<file path="config.mk">
export PLATFORM = sky130hd
export DESIGN_NAME = miller_rabin_prime_test_unit
export DESIGN_NICKNAME = d
export VERILOG_FILES = /design/src/mrpt_pkg.sv /design/src/mrpt_modmul.sv /design/src/mrpt_datapath.sv /design/src/mrpt_ctrl.sv /design/src/miller_rabin_prime_test_unit.sv
export SDC_FILE = /design/constraint.sdc
export NUM_CORES = 1
export LEC_CHECK = 0
export BUFFER_PORTS_ARGS = -buffer_cell sky130_fd_sc_hd__buf_2
export CORE_MARGIN = 5
export CORE_UTILIZATION = 65
export CTS_CLUSTER_SIZE = 28
export DETAILED_ROUTE_END_ITERATION = 7
export PLACE_DENSITY = 0.82
export SETUP_SLACK_MARGIN = 0.02
export SYNTH_ARGS = -nofsm -noshare
export SYNTH_HDL_FRONTEND = slang
export SYNTH_SLANG_ARGS = --single-unit
</file>
<file path="constraint.sdc">
create_clock -name clk -period 17.1 [get_ports clk]
set_clock_uncertainty 0.2 [all_clocks]
set_input_delay 0.855 -clock clk [delete_from_list [all_inputs] [get_ports clk]]
set_output_delay 0.855 -clock clk [all_outputs]
set_load 0.01 [all_outputs]
</file>
<file path="src/mrpt_pkg.sv">
// ----------------------------------------------------------------------------
// Miller-Rabin prime test package
// Shared types, widths, the fixed base table and the controller/datapath
// command and status bundles.
// ----------------------------------------------------------------------------
package mrpt_pkg;

    localparam int VAL_W   = 31;
    localparam int CNT_W   = 5;
    localparam int BIDX_W  = 4;
    localparam int BASE_W  = 6;
    localparam int TAB_LEN = 12;

    // Operand selection for the shared modular multiplier.
    typedef enum logic [1:0] {
        OP_TRIAL  = 2'd0,
        OP_SQUARE = 2'd1,
        OP_BASE   = 2'd2
    } mul_op_t;

    // Commands from the controller to the datapath.
    typedef struct packed {
        logic    load;
        logic    mul_go;
        mul_op_t mul_op;
        logic    set_flag;
        logic    flag_val;
        logic    bidx_clr;
        logic    bidx_inc;
        logic    split_init;
        logic    d_shift;
        logic    exp_init;
        logic    x_from_mul;
        logic    ecnt_dec;
        logic    sq_init;
        logic    sq_inc;
    } dp_cmd_t;

    // Status from the datapath to the controller.
    typedef struct packed {
        logic n_lt2;
        logic n_eq_base;
        logic mul_done;
        logic mul_zero;
        logic mul_one;
        logic x_trivial;
        logic x_one;
        logic base_last;
        logic d_odd;
        logic ebit;
        logic ecnt_zero;
        logic sq_end;
    } dp_stat_t;

    // Fixed base table: the first twelve primes.
    function automatic logic [BASE_W-1:0] base_of(input logic [BIDX_W-1:0] idx);
        logic [BASE_W-1:0] b;
        case (idx)
            4'd0:    b = 6'd2;
            4'd1:    b = 6'd3;
            4'd2:    b = 6'd5;
            4'd3:    b = 6'd7;
            4'd4:    b = 6'd11;
            4'd5:    b = 6'd13;
            4'd6:    b = 6'd17;
            4'd7:    b = 6'd19;
            4'd8:    b = 6'd23;
            4'd9:    b = 6'd29;
            4'd10:   b = 6'd31;
            4'd11:   b = 6'd37;
            default: b = 6'd37;
        endcase
        return b;
    endfunction

endpackage

</file>
<file path="src/mrpt_modmul.sv">
// ----------------------------------------------------------------------------
// Iterative modular multiplier
// Computes a*b mod m, one bit of b per cycle, most significant bit first,
// by interleaved doubling and conditional addition. Requires a < m.
// ----------------------------------------------------------------------------
module mrpt_modmul
(
    input  logic                        clk,
    input  logic                        rst_n,
    input  logic                        go,
    input  logic [mrpt_pkg::VAL_W-1:0]  a,
    input  logic [mrpt_pkg::VAL_W-1:0]  b,
    input  logic [mrpt_pkg::VAL_W-1:0]  m,
    output logic                        done,
    output logic [mrpt_pkg::VAL_W-1:0]  result
);

    logic [mrpt_pkg::VAL_W-1:0] a_reg;
    logic [mrpt_pkg::VAL_W-1:0] b_reg;
    logic [mrpt_pkg::VAL_W-1:0] m_reg;
    logic [mrpt_pkg::VAL_W-1:0] r_reg;
    logic [mrpt_pkg::VAL_W-1:0] r_next;
    logic [mrpt_pkg::CNT_W-1:0] cnt_reg;
    logic                       run_reg;
    logic                       done_reg;
    logic [mrpt_pkg::VAL_W:0]   dbl;
    logic [mrpt_pkg::VAL_W:0]   dbl_red;
    logic [mrpt_pkg::VAL_W:0]   sum;
    logic [mrpt_pkg::VAL_W:0]   m_ext;

    // One step: double the residue, reduce, add a if the bit is set, reduce.
    always_comb
    begin
        m_ext   = {1'b0, m_reg};
        dbl     = {r_reg, 1'b0};
        dbl_red = (dbl >= m_ext) ? (dbl - m_ext) : dbl;
        sum     = dbl_red + (b_reg[mrpt_pkg::VAL_W-1] ? {1'b0, a_reg} : '0);
        r_next  = (sum >= m_ext) ? mrpt_pkg::VAL_W'(sum - m_ext)
                                 : sum[mrpt_pkg::VAL_W-1:0];
    end

    // Control: step once per bit of b, then pulse done.
    always_ff @(posedge clk or negedge rst_n)
    begin
        if (!rst_n)
        begin
            run_reg  <= 1'b0;
            done_reg <= 1'b0;
            cnt_reg  <= '0;
        end
        else
        begin
            done_reg <= 1'b0;
            if (go && !run_reg)
            begin
                run_reg <= 1'b1;
                cnt_reg <= '0;
            end
            else if (run_reg)
            begin
                cnt_reg <= cnt_reg + 1'b1;
                if (cnt_reg == mrpt_pkg::CNT_W'(mrpt_pkg::VAL_W - 1))
                begin
                    run_reg  <= 1'b0;
                    done_reg <= 1'b1;
                end
            end
        end
    end

    // Operands and the running residue.
    always_ff @(posedge clk)
    begin
        if (go && !run_reg)
        begin
            a_reg <= a;
            b_reg <= b;
            m_reg <= m;
            r_reg <= '0;
        end
        else if (run_reg)
        begin
            r_reg <= r_next;
            b_reg <= {b_reg[mrpt_pkg::VAL_W-2:0], 1'b0};
        end
    end

    assign done   = done_reg;
    assign result = r_reg;

endmodule

</file>
<file path="src/mrpt_datapath.sv">
// ----------------------------------------------------------------------------
// Miller-Rabin datapath
// Holds the candidate, the odd part and power of two of candidate-1, the
// working residue and loop counters, and the shared modular multiplier.
// ----------------------------------------------------------------------------
module mrpt_datapath
#(
    parameter int NUM_BASES = 12
)
(
    input  logic                        clk,
    input  logic                        rst_n,
    input  logic [mrpt_pkg::VAL_W-1:0]  candidate,
    input  mrpt_pkg::dp_cmd_t           cmd,
    output mrpt_pkg::dp_stat_t          stat,
    output logic                        prime_flag
);

    localparam int EFF_BASES = (NUM_BASES > mrpt_pkg::TAB_LEN) ? mrpt_pkg::TAB_LEN
                             : ((NUM_BASES < 1) ? 1 : NUM_BASES);

    logic [mrpt_pkg::VAL_W-1:0]  n_reg;
    logic [mrpt_pkg::VAL_W-1:0]  d_reg;
    logic [mrpt_pkg::VAL_W-1:0]  x_reg;
    logic [mrpt_pkg::CNT_W-1:0]  s_reg;
    logic [mrpt_pkg::CNT_W-1:0]  j_reg;
    logic [mrpt_pkg::CNT_W-1:0]  ecnt_reg;
    logic [mrpt_pkg::BIDX_W-1:0] bidx_reg;
    logic                        flag_reg;
    logic [mrpt_pkg::VAL_W-1:0]  base;
    logic [mrpt_pkg::VAL_W-1:0]  n_m1;
    logic [mrpt_pkg::VAL_W-1:0]  mul_a;
    logic [mrpt_pkg::VAL_W-1:0]  mul_b;
    logic [mrpt_pkg::VAL_W-1:0]  mul_m;
    logic [mrpt_pkg::VAL_W-1:0]  mul_res;
    logic                        mul_done;

    assign base = mrpt_pkg::VAL_W'(mrpt_pkg::base_of(bidx_reg));
    assign n_m1 = n_reg - 1'b1;

    // Operand selection for the multiplier.
    always_comb
    begin
        case (cmd.mul_op)
            mrpt_pkg::OP_TRIAL:
            begin
                mul_a = mrpt_pkg::VAL_W'(1);
                mul_b = n_reg;
                mul_m = base;
            end
            mrpt_pkg::OP_BASE:
            begin
                mul_a = x_reg;
                mul_b = base;
                mul_m = n_reg;
            end
            default:
            begin
                mul_a = x_reg;
                mul_b = x_reg;
                mul_m = n_reg;
            end
        endcase
    end

    mrpt_modmul u_modmul
    (
        .clk    (clk),
        .rst_n  (rst_n),
        .go     (cmd.mul_go),
        .a      (mul_a),
        .b      (mul_b),
        .m      (mul_m),
        .done   (mul_done),
        .result (mul_res)
    );

    // Result flag.
    always_ff @(posedge clk or negedge rst_n)
    begin
        if (!rst_n)
        begin
            flag_reg <= 1'b0;
        end
        else if (cmd.set_flag)
        begin
            flag_reg <= cmd.flag_val;
        end
    end

    // Working registers under controller command.
    always_ff @(posedge clk)
    begin
        if (cmd.load)
        begin
            n_reg <= candidate;
        end
        if (cmd.bidx_clr)
        begin
            bidx_reg <= '0;
        end
        else if (cmd.bidx_inc)
        begin
            bidx_reg <= bidx_reg + 1'b1;
        end
        if (cmd.split_init)
        begin
            d_reg <= n_m1;
            s_reg <= '0;
        end
        else if (cmd.d_shift)
        begin
            d_reg <= {1'b0, d_reg[mrpt_pkg::VAL_W-1:1]};
            s_reg <= s_reg + 1'b1;
        end
        if (cmd.exp_init)
        begin
            x_reg    <= mrpt_pkg::VAL_W'(1);
            ecnt_reg <= mrpt_pkg::CNT_W'(mrpt_pkg::VAL_W - 1);
        end
        else
        begin
            if (cmd.x_from_mul)
            begin
                x_reg <= mul_res;
            end
            if (cmd.ecnt_dec)
            begin
                ecnt_reg <= ecnt_reg - 1'b1;
            end
        end
        if (cmd.sq_init)
        begin
            j_reg <= '0;
        end
        else if (cmd.sq_inc)
        begin
            j_reg <= j_reg + 1'b1;
        end
    end

    // Status back to the controller.
    always_comb
    begin
        stat.n_lt2     = (n_reg < mrpt_pkg::VAL_W'(2));
        stat.n_eq_base = (n_reg == base);
        stat.mul_done  = mul_done;
        stat.mul_zero  = (mul_res == '0);
        stat.mul_one   = (mul_res == mrpt_pkg::VAL_W'(1));
        stat.x_one     = (x_reg == mrpt_pkg::VAL_W'(1));
        stat.x_trivial = (x_reg == mrpt_pkg::VAL_W'(1)) || (x_reg == n_m1);
        stat.base_last = (bidx_reg == mrpt_pkg::BIDX_W'(EFF_BASES - 1));
        stat.d_odd     = d_reg[0];
        stat.ebit      = d_reg[ecnt_reg];
        stat.ecnt_zero = (ecnt_reg == '0);
        stat.sq_end    = (j_reg == s_reg);
    end

    assign prime_flag = flag_reg;

endmodule

</file>
<file path="src/mrpt_ctrl.sv">
// ----------------------------------------------------------------------------
// Miller-Rabin controller
// Sequences trial division, the split of candidate-1, square-and-multiply
// exponentiation and the squaring chain for every base.
// ----------------------------------------------------------------------------
module mrpt_ctrl
(
    input  logic                clk,
    input  logic                rst_n,
    input  logic                start,
    input  mrpt_pkg::dp_stat_t  stat,
    output mrpt_pkg::dp_cmd_t   cmd,
    output logic                busy,
    output logic                done
);

    typedef enum logic [14:0] {
        S_IDLE      = 15'h0001,
        S_CHECK_N   = 15'h0002,
        S_TRIAL_CHK = 15'h0004,
        S_TRIAL_W   = 15'h0008,
        S_SPLIT     = 15'h0010,
        S_EXP_SQ    = 15'h0020,
        S_EXP_SQ_W  = 15'h0040,
        S_EXP_BIT   = 15'h0080,
        S_EXP_MUL   = 15'h0100,
        S_EXP_MUL_W = 15'h0200,
        S_EXP_NEXT  = 15'h0400,
        S_SQ_CHK    = 15'h0800,
        S_SQ_W      = 15'h1000,
        S_BASE_NEXT = 15'h2000,
        S_DONE      = 15'h4000
    } state_t;

    state_t state_reg;
    state_t state_next;

    always_ff @(posedge clk or negedge rst_n)
    begin
        if (!rst_n)
        begin
            state_reg <= S_IDLE;
        end
        else
        begin
            state_reg <= state_next;
        end
    end

    // Next state and commands.
    always_comb
    begin
        state_next = state_reg;
        cmd        = '0;
        cmd.mul_op = mrpt_pkg::OP_SQUARE;
        case (state_reg)
            S_IDLE:
            begin
                if (start)
                begin
                    cmd.load     = 1'b1;
                    cmd.bidx_clr = 1'b1;
                    state_next   = S_CHECK_N;
                end
            end
            S_CHECK_N:
            begin
                if (stat.n_lt2)
                begin
                    cmd.set_flag = 1'b1;
                    cmd.flag_val = 1'b0;
                    state_next   = S_DONE;
                end
                else
                begin
                    state_next = S_TRIAL_CHK;
                end
            end
            S_TRIAL_CHK:
            begin
                cmd.mul_op = mrpt_pkg::OP_TRIAL;
                if (stat.n_eq_base)
                begin
                    cmd.set_flag = 1'b1;
                    cmd.flag_val = 1'b1;
                    state_next   = S_DONE;
                end
                else
                begin
                    cmd.mul_go = 1'b1;
                    state_next = S_TRIAL_W;
                end
            end
            S_TRIAL_W:
            begin
                cmd.mul_op = mrpt_pkg::OP_TRIAL;
                if (stat.mul_done)
                begin
                    if (stat.mul_zero)
                    begin
                        cmd.set_flag = 1'b1;
                        cmd.flag_val = 1'b0;
                        state_next   = S_DONE;
                    end
                    else if (stat.base_last)
                    begin
                        cmd.bidx_clr   = 1'b1;
                        cmd.split_init = 1'b1;
                        state_next     = S_SPLIT;
                    end
                    else
                    begin
                        cmd.bidx_inc = 1'b1;
                        state_next   = S_TRIAL_CHK;
                    end
                end
            end
            S_SPLIT:
            begin
                if (stat.d_odd)
                begin
                    cmd.exp_init = 1'b1;
                    state_next   = S_EXP_SQ;
                end
                else
                begin
                    cmd.d_shift = 1'b1;
                end
            end
            S_EXP_SQ:
            begin
                cmd.mul_go = 1'b1;
                state_next = S_EXP_SQ_W;
            end
            S_EXP_SQ_W:
            begin
                if (stat.mul_done)
                begin
                    cmd.x_from_mul = 1'b1;
                    state_next     = S_EXP_BIT;
                end
            end
            S_EXP_BIT:
            begin
                state_next = stat.ebit ? S_EXP_MUL : S_EXP_NEXT;
            end
            S_EXP_MUL:
            begin
                cmd.mul_op = mrpt_pkg::OP_BASE;
                cmd.mul_go = 1'b1;
                state_next = S_EXP_MUL_W;
            end
            S_EXP_MUL_W:
            begin
                cmd.mul_op = mrpt_pkg::OP_BASE;
                if (stat.mul_done)
                begin
                    cmd.x_from_mul = 1'b1;
                    state_next     = S_EXP_NEXT;
                end
            end
            S_EXP_NEXT:
            begin
                if (stat.ecnt_zero)
                begin
                    cmd.sq_init = 1'b1;
                    state_next  = S_SQ_CHK;
                end
                else
                begin
                    cmd.ecnt_dec = 1'b1;
                    state_next   = S_EXP_SQ;
                end
            end
            S_SQ_CHK:
            begin
                if (stat.sq_end)
                begin
                    if (stat.x_one)
                    begin
                        state_next = S_BASE_NEXT;
                    end
                    else
                    begin
                        cmd.set_flag = 1'b1;
                        cmd.flag_val = 1'b0;
                        state_next   = S_DONE;
                    end
                end
                else
                begin
                    cmd.mul_go = 1'b1;
                    state_next = S_SQ_W;
                end
            end
            S_SQ_W:
            begin
                if (stat.mul_done)
                begin
                    if (stat.mul_one && !stat.x_trivial)
                    begin
                        // A nontrivial square root of one proves compositeness.
                        cmd.set_flag = 1'b1;
                        cmd.flag_val = 1'b0;
                        state_next   = S_DONE;
                    end
                    else
                    begin
                        cmd.x_from_mul = 1'b1;
                        cmd.sq_inc     = 1'b1;
                        state_next     = S_SQ_CHK;
                    end
                end
            end
            S_BASE_NEXT:
            begin
                if (stat.base_last)
                begin
                    cmd.set_flag = 1'b1;
                    cmd.flag_val = 1'b1;
                    state_next   = S_DONE;
                end
                else
                begin
                    cmd.bidx_inc = 1'b1;
                    cmd.exp_init = 1'b1;
                    state_next   = S_EXP_SQ;
                end
            end
            S_DONE:
            begin
                state_next = S_IDLE;
            end
            default:
            begin
                state_next = S_IDLE;
            end
        endcase
    end

    assign busy = (state_reg != S_IDLE);
    assign done = (state_reg == S_DONE);

    // The result strobe lasts a single cycle.
    a_done_single: assert property (@(posedge clk) disable iff (!rst_n)
        done |=> !done)
        else $error("result strobe held for more than one cycle");

    // An accepted item makes the block busy on the next cycle.
    a_start_busy: assert property (@(posedge clk) disable iff (!rst_n)
        (start && !busy) |=> (busy && !done))
        else $error("accepted item did not start processing");

    // The multiplier only finishes while the controller waits for it.
    a_mul_wait: assert property (@(posedge clk) disable iff (!rst_n)
        stat.mul_done |-> (state_reg == S_TRIAL_W || state_reg == S_EXP_SQ_W ||
                           state_reg == S_EXP_MUL_W || state_reg == S_SQ_W))
        else $error("multiplier finished outside a wait state");

endmodule

</file>
<file path="src/miller_rabin_prime_test_unit.sv">
// Each modular multiplication runs on the shared bit-serial multiplier;
// a full test needs up to 12 trial reductions plus, per base, 31
// squarings, one multiply per set bit of the odd part and up to 30 squarings.
// One candidate at a time; start is taken only while busy is low.
// Reset clears the controller to idle; results cannot be stalled by the receiver.
// ----------------------------------------------------------------------------
// Miller-Rabin prime test unit
// Deterministic primality test of a 31-bit number against fixed prime bases.
// ----------------------------------------------------------------------------
module miller_rabin_prime_test_unit
#(
    parameter int NUM_BASES = 12
)
(
    input  logic                        clk,
    input  logic                        rst_n,
    input  logic                        start,
    input  logic [mrpt_pkg::VAL_W-1:0]  candidate,
    output logic                        busy,
    output logic                        done,
    output logic                        prime_flag
);

    mrpt_pkg::dp_cmd_t  cmd;
    mrpt_pkg::dp_stat_t stat;

    // Sequencing.
    mrpt_ctrl u_ctrl
    (
        .clk   (clk),
        .rst_n (rst_n),
        .start (start),
        .stat  (stat),
        .cmd   (cmd),
        .busy  (busy),
        .done  (done)
    );

    // Arithmetic and working state.
    mrpt_datapath #(
        .NUM_BASES (NUM_BASES)
    ) u_datapath
    (
        .clk        (clk),
        .rst_n      (rst_n),
        .candidate  (candidate),
        .cmd        (cmd),
        .stat       (stat),
        .prime_flag (prime_flag)
    );

endmodule
</file>
### Word-level counts from Yosys, hierarchy flattened

Memories as Yosys holds them, arrays and structs flattened. A register that Yosys moved wholly into a read port is not among the register bits.
Cells that the tools add are included.
Widths: inputs -> output; s select.

| word-level totals | value |
|---|---|
| flip-flop bits (word level) | 259 |
| bits in read-only memories | 96 |
| output and inout port bits | 3 |
| memories | 1 |

| cells by class | value |
|---|---|
| add/sub/neg operators | 9 |
| magnitude comparators | 4 |
| equality and inequality tests | 30 |
| mux-type cells | 72 |
| reduce and logical (&&, ||, !) cells | 15 |

Memory list:

| name | depth | bits a word | read ports | clocked after Yosys merged registers in | wr ports | line | RTL |
|---|---|---|---|---|---|---|---|
| (no name shown) | 16 | 6 | 1 | 1 | 0 | mrpt_pkg.sv:58 | `case (idx)` |

Operators by type and width:

| operator | count |
|---|---|
| $pmux 15 s14 | 1 |
| $mux 15 | 13 |
| $mux 31 | 6 |
| $ge 32x31->1 | 2 |
| $eq 31x1->1 const B | 2 |
| $pmux 31 s2 | 1 |
| $add 32x31->32 | 1 |
| $mux 32 | 1 |
| $sub 32x31->32 | 1 |
| $eq 31x31->1 | 1 |
| $eq 31x6->1 | 1 |
| $logic_not 31->1 | 1 |
| $lt 31x2->1 const B | 1 |
| $sub 31x1->31 const B | 1 |
| $sub 31x31->31 | 1 |
| $mux 1 | 23 |
| $mux 5 | 4 |
| $mux 2 | 9 |
| $add 5x1->5 const B | 3 |
| $eq 15x1->1 const B | 1 |
| $eq 15x10->1 const B | 1 |
| $eq 15x11->1 const B | 1 |
| $eq 15x12->1 const B | 1 |
| $eq 15x13->1 const B | 1 |
| other kinds (38) | 52 |

### Longest topological paths before layout

| depth | value |
|---|---|
| depth after elaboration | 8 |
| depth in mapped cells | 35 |
| depth with buffers taken out | 32 |

### By module

From an unflattened synthesis, not the netlist that was laid out.

| unflattened totals | value |
|---|---|
| cell total of the unflattened synthesis | 1997 |
| area, all modules | 18579.1 µm² |

Modules (own cells, without submodules):

| module | times used | cells an instance | area each (µm²) | seq. area each (µm²) |
|---|---|---|---|---|
| mrpt_modmul | 1 | 1095 | 10149.7 | 3588.4 |
| mrpt_datapath | 1 | 759 | 7138.1 | 3007.9 |
| mrpt_ctrl | 1 | 143 | 1291.2 | 376.6 |

### Worst setup path after synthesis

Ideal clock, no wire load.

| timing path | value |
|---|---|
| path type | flip-flop to flip-flop |
| start | register u_datapath.u_modmul.m_reg[0] (netlist bit) |
| end | register u_datapath.u_modmul.r_reg (netlist bit u_datapath.u_modmul.result[11]) |
| arrival time | 7.618 ns |
| setup slack | 9.144 ns |
| cell stages (with the launch flop) | 36 |
| path buffers | 4 |
| period minus slack after synthesis | 7.956 ns |
| cells stage by stage | edfxtp_1 -> inv_1 -> fa_1 -> a21o_1 -> a221oi_1 -> a211oi_1 -> o211ai_1 -> a31oi_1 -> nor2_1 -> clkbuf_1 -> clkbuf_1 -> nor2_1 -> ha_1 -> inv_1 -> fa_1 -> nor2b_1 -> o31a_1 -> o21ai_0 -> a21oi_1 -> o21ai_0 -> a21oi_1 -> or4b_2 -> nand3_1 -> ha_1 -> nand3_1 -> or2_2 -> o221a_2 -> o2111ai_1 -> nor2b_1 -> o2111a_1 -> a211oi_1 -> nand3_1 -> clkbuf_1 -> clkbuf_1 -> mux2i_1 -> mux2i_1 |

| between the ends | value |
|---|---|
| cells in the longest elaborated chain, start to end | 5 |
| elaborated cells between the ends (all ways) | 7 |

RTL lines:

| item | line | RTL |
|---|---|---|
| from (decl) | mrpt_modmul.sv:20 | `logic [mrpt_pkg::VAL_W-1:0] m_reg;` |
| from (signal assigned) | mrpt_modmul.sv:78 | `m_reg <= m;` |
| $sub 32x31->32 / $ge 32x31->1 (equally long branches) | mrpt_modmul.sv:36 | `dbl_red = (dbl >= m_ext) ? (dbl - m_ext) : dbl;` |
| $mux 32 | mrpt_modmul.sv:36 |  |
| $add 32x31->32 | mrpt_modmul.sv:37 | `sum = dbl_red + (b_reg[mrpt_pkg::VAL_W-1] ? {1'b0, a_reg} : '0);` |
| $sub 31x31->31 / $ge 32x31->1 (equally long branches) | mrpt_modmul.sv:38 | `r_next = (sum >= m_ext) ? mrpt_pkg::VAL_W'(sum - m_ext)` |
| $mux 31 (*) | mrpt_modmul.sv:38 |  |
| to (signal assigned) | mrpt_modmul.sv:83 | `r_reg <= r_next;` |
| to (decl) | mrpt_modmul.sv:21 | `logic [mrpt_pkg::VAL_W-1:0] r_reg;` |

Mark *: on every way between the ends. The rest lies on a longest branch, timed or not.
A chain may end at the register's enable or synchronous reset.

### Worst setup path after layout

| timing path | value |
|---|---|
| start | register u_datapath.u_modmul.m_reg[0] (netlist bit) |
| end | register u_datapath.u_modmul.r_reg (netlist bit u_datapath.u_modmul.result[28]) |

The elaborated chain is that of the path after synthesis.

==> out/metrics.csv <==
metric;value;unit
outcome;complete, no violations;
WP buf/inv;3;
Slew headroom;23.8;%
post-synthesis mux area share;5.59;%
post-CTS sizing;0;
asr flop ratio synth;8.68;%
adder-cell share of the synthesized area;7.24;%
Worst-Skew Late Latency;0.59;ns
Chip Height;179;um
MaxCap Viol Count;0;
Synth Cell Area;0.0186;mm^2
cts hold-fix bufs;0;
crit share post-route;53.9;%
Synth Register Bits;265;
Synth Net Count;2208;
CORE AREA;0.0285;mm^2
DRC violations left;0;
Final Max Tran Viols;0;
ys flop type;edfxtp_1;
largest family of logic cells by synthesized area;simple AND/OR/NAND/NOR gates;
Post-CTS Setup Bufs;0;
post-synthesis xor/xnor area fraction;8.13;%
Seq/Total Area, Yosys;37.4;%
most common cell after layout, fill and taps aside;nand2_1;
worst-path maximum fanout;38;
WP data arrival;9.49;ns
Synth cell types;85;
DRT antenna net count;0;
CTS clock-pin slew for the worst setup and hold paths;0.06;ns
unrepaired setup endpoints after global routing;no;
antenna cell count;0;
startpoint types;flip-flop;
Yosys warning count;0;
router iterations before antenna repair;5;
final WL;53800;um
largest net degree at the start of global routing;86;
CTS tree;yes;
first-pass GRT wire length;83400;um
I/O pins;37;
Synth area leader;edfxtp_1;
Die Width;179;um
Avg Cell Area, Syn;9.01;um^2
setup TNS;0;ns
drt wl/cell;21.9;um
Req. time, crit path;17.37;ns
Clock Sinks;265;
Hold/Removal Path Class;in -> async;
Die ar.;0.0322;mm^2
crit end category;flip-flop;
FP Rows;62;
GPL Wtd Cong;0.980;
total grt overflow;0;
layout cells sized above 1;7.58;%
Synth area leaders;edfxtp_1 25%, dfxtp_1 9.3%, ha_1 6.9%;
DRT iter0 DRCs;1574;
CP delay by family, top;compound AO/OA/AOI/OAI gates;
Tot GR Track Use;33.2;%
fin nets;2186;
Compound-Gate Fraction of Synth Area;16.8;%
Fin. Hold Viols;0;
critical path's largest stage delay;0.55;ns
clk root buf;clkbuf_16;
Critical-path top delay cell;a221oi_1;
Worst Setup Path Type;reg -> reg;
simple-gate share of the synthesized area;20.7;%
Post-synth EDFFs;155;
via count;16000;
drt via density;6.50;
Max Fclk;0.108;GHz
vias in the first global route;15000;
Starting Density;65.3;%
commonest cells after routing, fill and taps aside;276 x nand2_1, 155 x edfxtp_1, 152 x o21ai_0, 108 x nor2_1, 103 x ha_1;
Area growth syn-to-layout;7.95;%
HPWL Detailed;40600;um
port bufs;36;
Syn Inst Count;2068;
Setup-failing EPs final;0;
Synth top area share;25.0;%
CTS H-tree depth;1;
total CTS buffers;31;
fin crit period;9.22;ns
clock buffer depth;3;
worst slew pin tran;1.13;ns
initial antenna violation count;0;
fillers;2160;
-- through the flow --
stage                     cells  worst slack (ns)  area (um^2)  hold WS, ns  util, %
after floorplan            2068              9.14        18600        0.264        -
after global placement     2397              8.29        19000        0.293     66.7
after detailed placement   2397              8.08        19000        0.312     66.7
after CTS                  2455              8.04        20100       0.0858     70.5
after global routing       2455              7.13        20100        0.118     70.5
final                      2455              7.88        20100       0.0794     70.5
-- worst reg2reg max path, delay by kind of cell, from the launching register on --
kind                     cells  cell delay [ns]
AO/OA/AOI/OAI               20             5.25
XOR/XNOR                     1             0.16
adder cells (fa/ha/maj)      3             1.19
buffers and inverters        3             0.91
flip-flops                   1             0.38
AND/OR/NAND/NOR              3             1.05
-- Yosys cell counts (11+ instances only) --
cell type / number
dfrtp_1: 22
o21a_1: 15
inv_1: 85
o21ai_0: 153
a21o_1: 47
xnor2_1: 89
o211ai_1: 11
and2_1: 98
a31oi_1: 20
a211oi_1: 22
and3_1: 24
nor3_1: 30
or4_1: 11
dfxtp_1: 87
xor2_1: 66
edfxtp_1: 155
nand3_1: 41
nand4_1: 34
o21bai_1: 14
a21oi_1: 95
o31ai_1: 15
buf_1: 11
nor2_1: 109
nor2b_1: 17
mux2i_1: 76
ha_1: 103
a32oi_1: 26
clkbuf_1: 90
nand2_1: 276
nor3b_1: 12
nand2b_1: 19
nor4_1: 43
-- path summary, 6_finish.rpt --
check / start / to / slack, ns / depth (start not counted)
max: u_datapath.u_modmul.m_reg[0] / u_datapath.u_modmul.result[28] / 7.88 / 30
min: rst_n / u_ctrl.state_reg[1] / 0.08 / 1
max reg2reg: u_datapath.u_modmul.m_reg[0] / u_datapath.u_modmul.result[28] / 7.88 / 30
min reg2reg: u_datapath.ecnt_reg[4] / u_datapath.ecnt_reg[4] / 0.32 / 2
max in group asynchronous: rst_n / u_datapath.u_modmul.cnt_reg[4] / 16.23 / 1
min in group clk: candidate[14] / u_datapath.n_reg[14] / 0.24 / 1
-- logic make-up after synthesis --
group	after synthesis
flip-flops	265
multiplexers	92
AND/OR/NAND/NOR	764
buffers and inverters	194
XOR/XNOR	162
adder cells (fa/ha/maj)	106
AO/OA/AOI/OAI	485
-- metal layers --
layer	global-route usage [%]	wire length [um]	up-vias
li1	-	-	7496
met1	46.4	22800	7564
met2	52.7	24000	755
met3	3.67	4070	142
met4	14.7	2860	0
met5	0	0	-
-- final cells by class --
class / instances / area [um^2] / area share [%]
multi-input combinational: 1609 / 11000 / 54.4
sequential: 265 / 6970 / 34.7
inverter: 85 / 319 / 1.59
clock buffer: 42 / 887 / 4.41
clock inverter: 16 / 194 / 0.964
timing repair buffer: 54 / 315 / 1.57
tap: 384 / 480 / 2.39
Power is left out: the tool's default activity adds up to more than one toggle a clock period on the data nets, which glitch-free logic cannot reach.
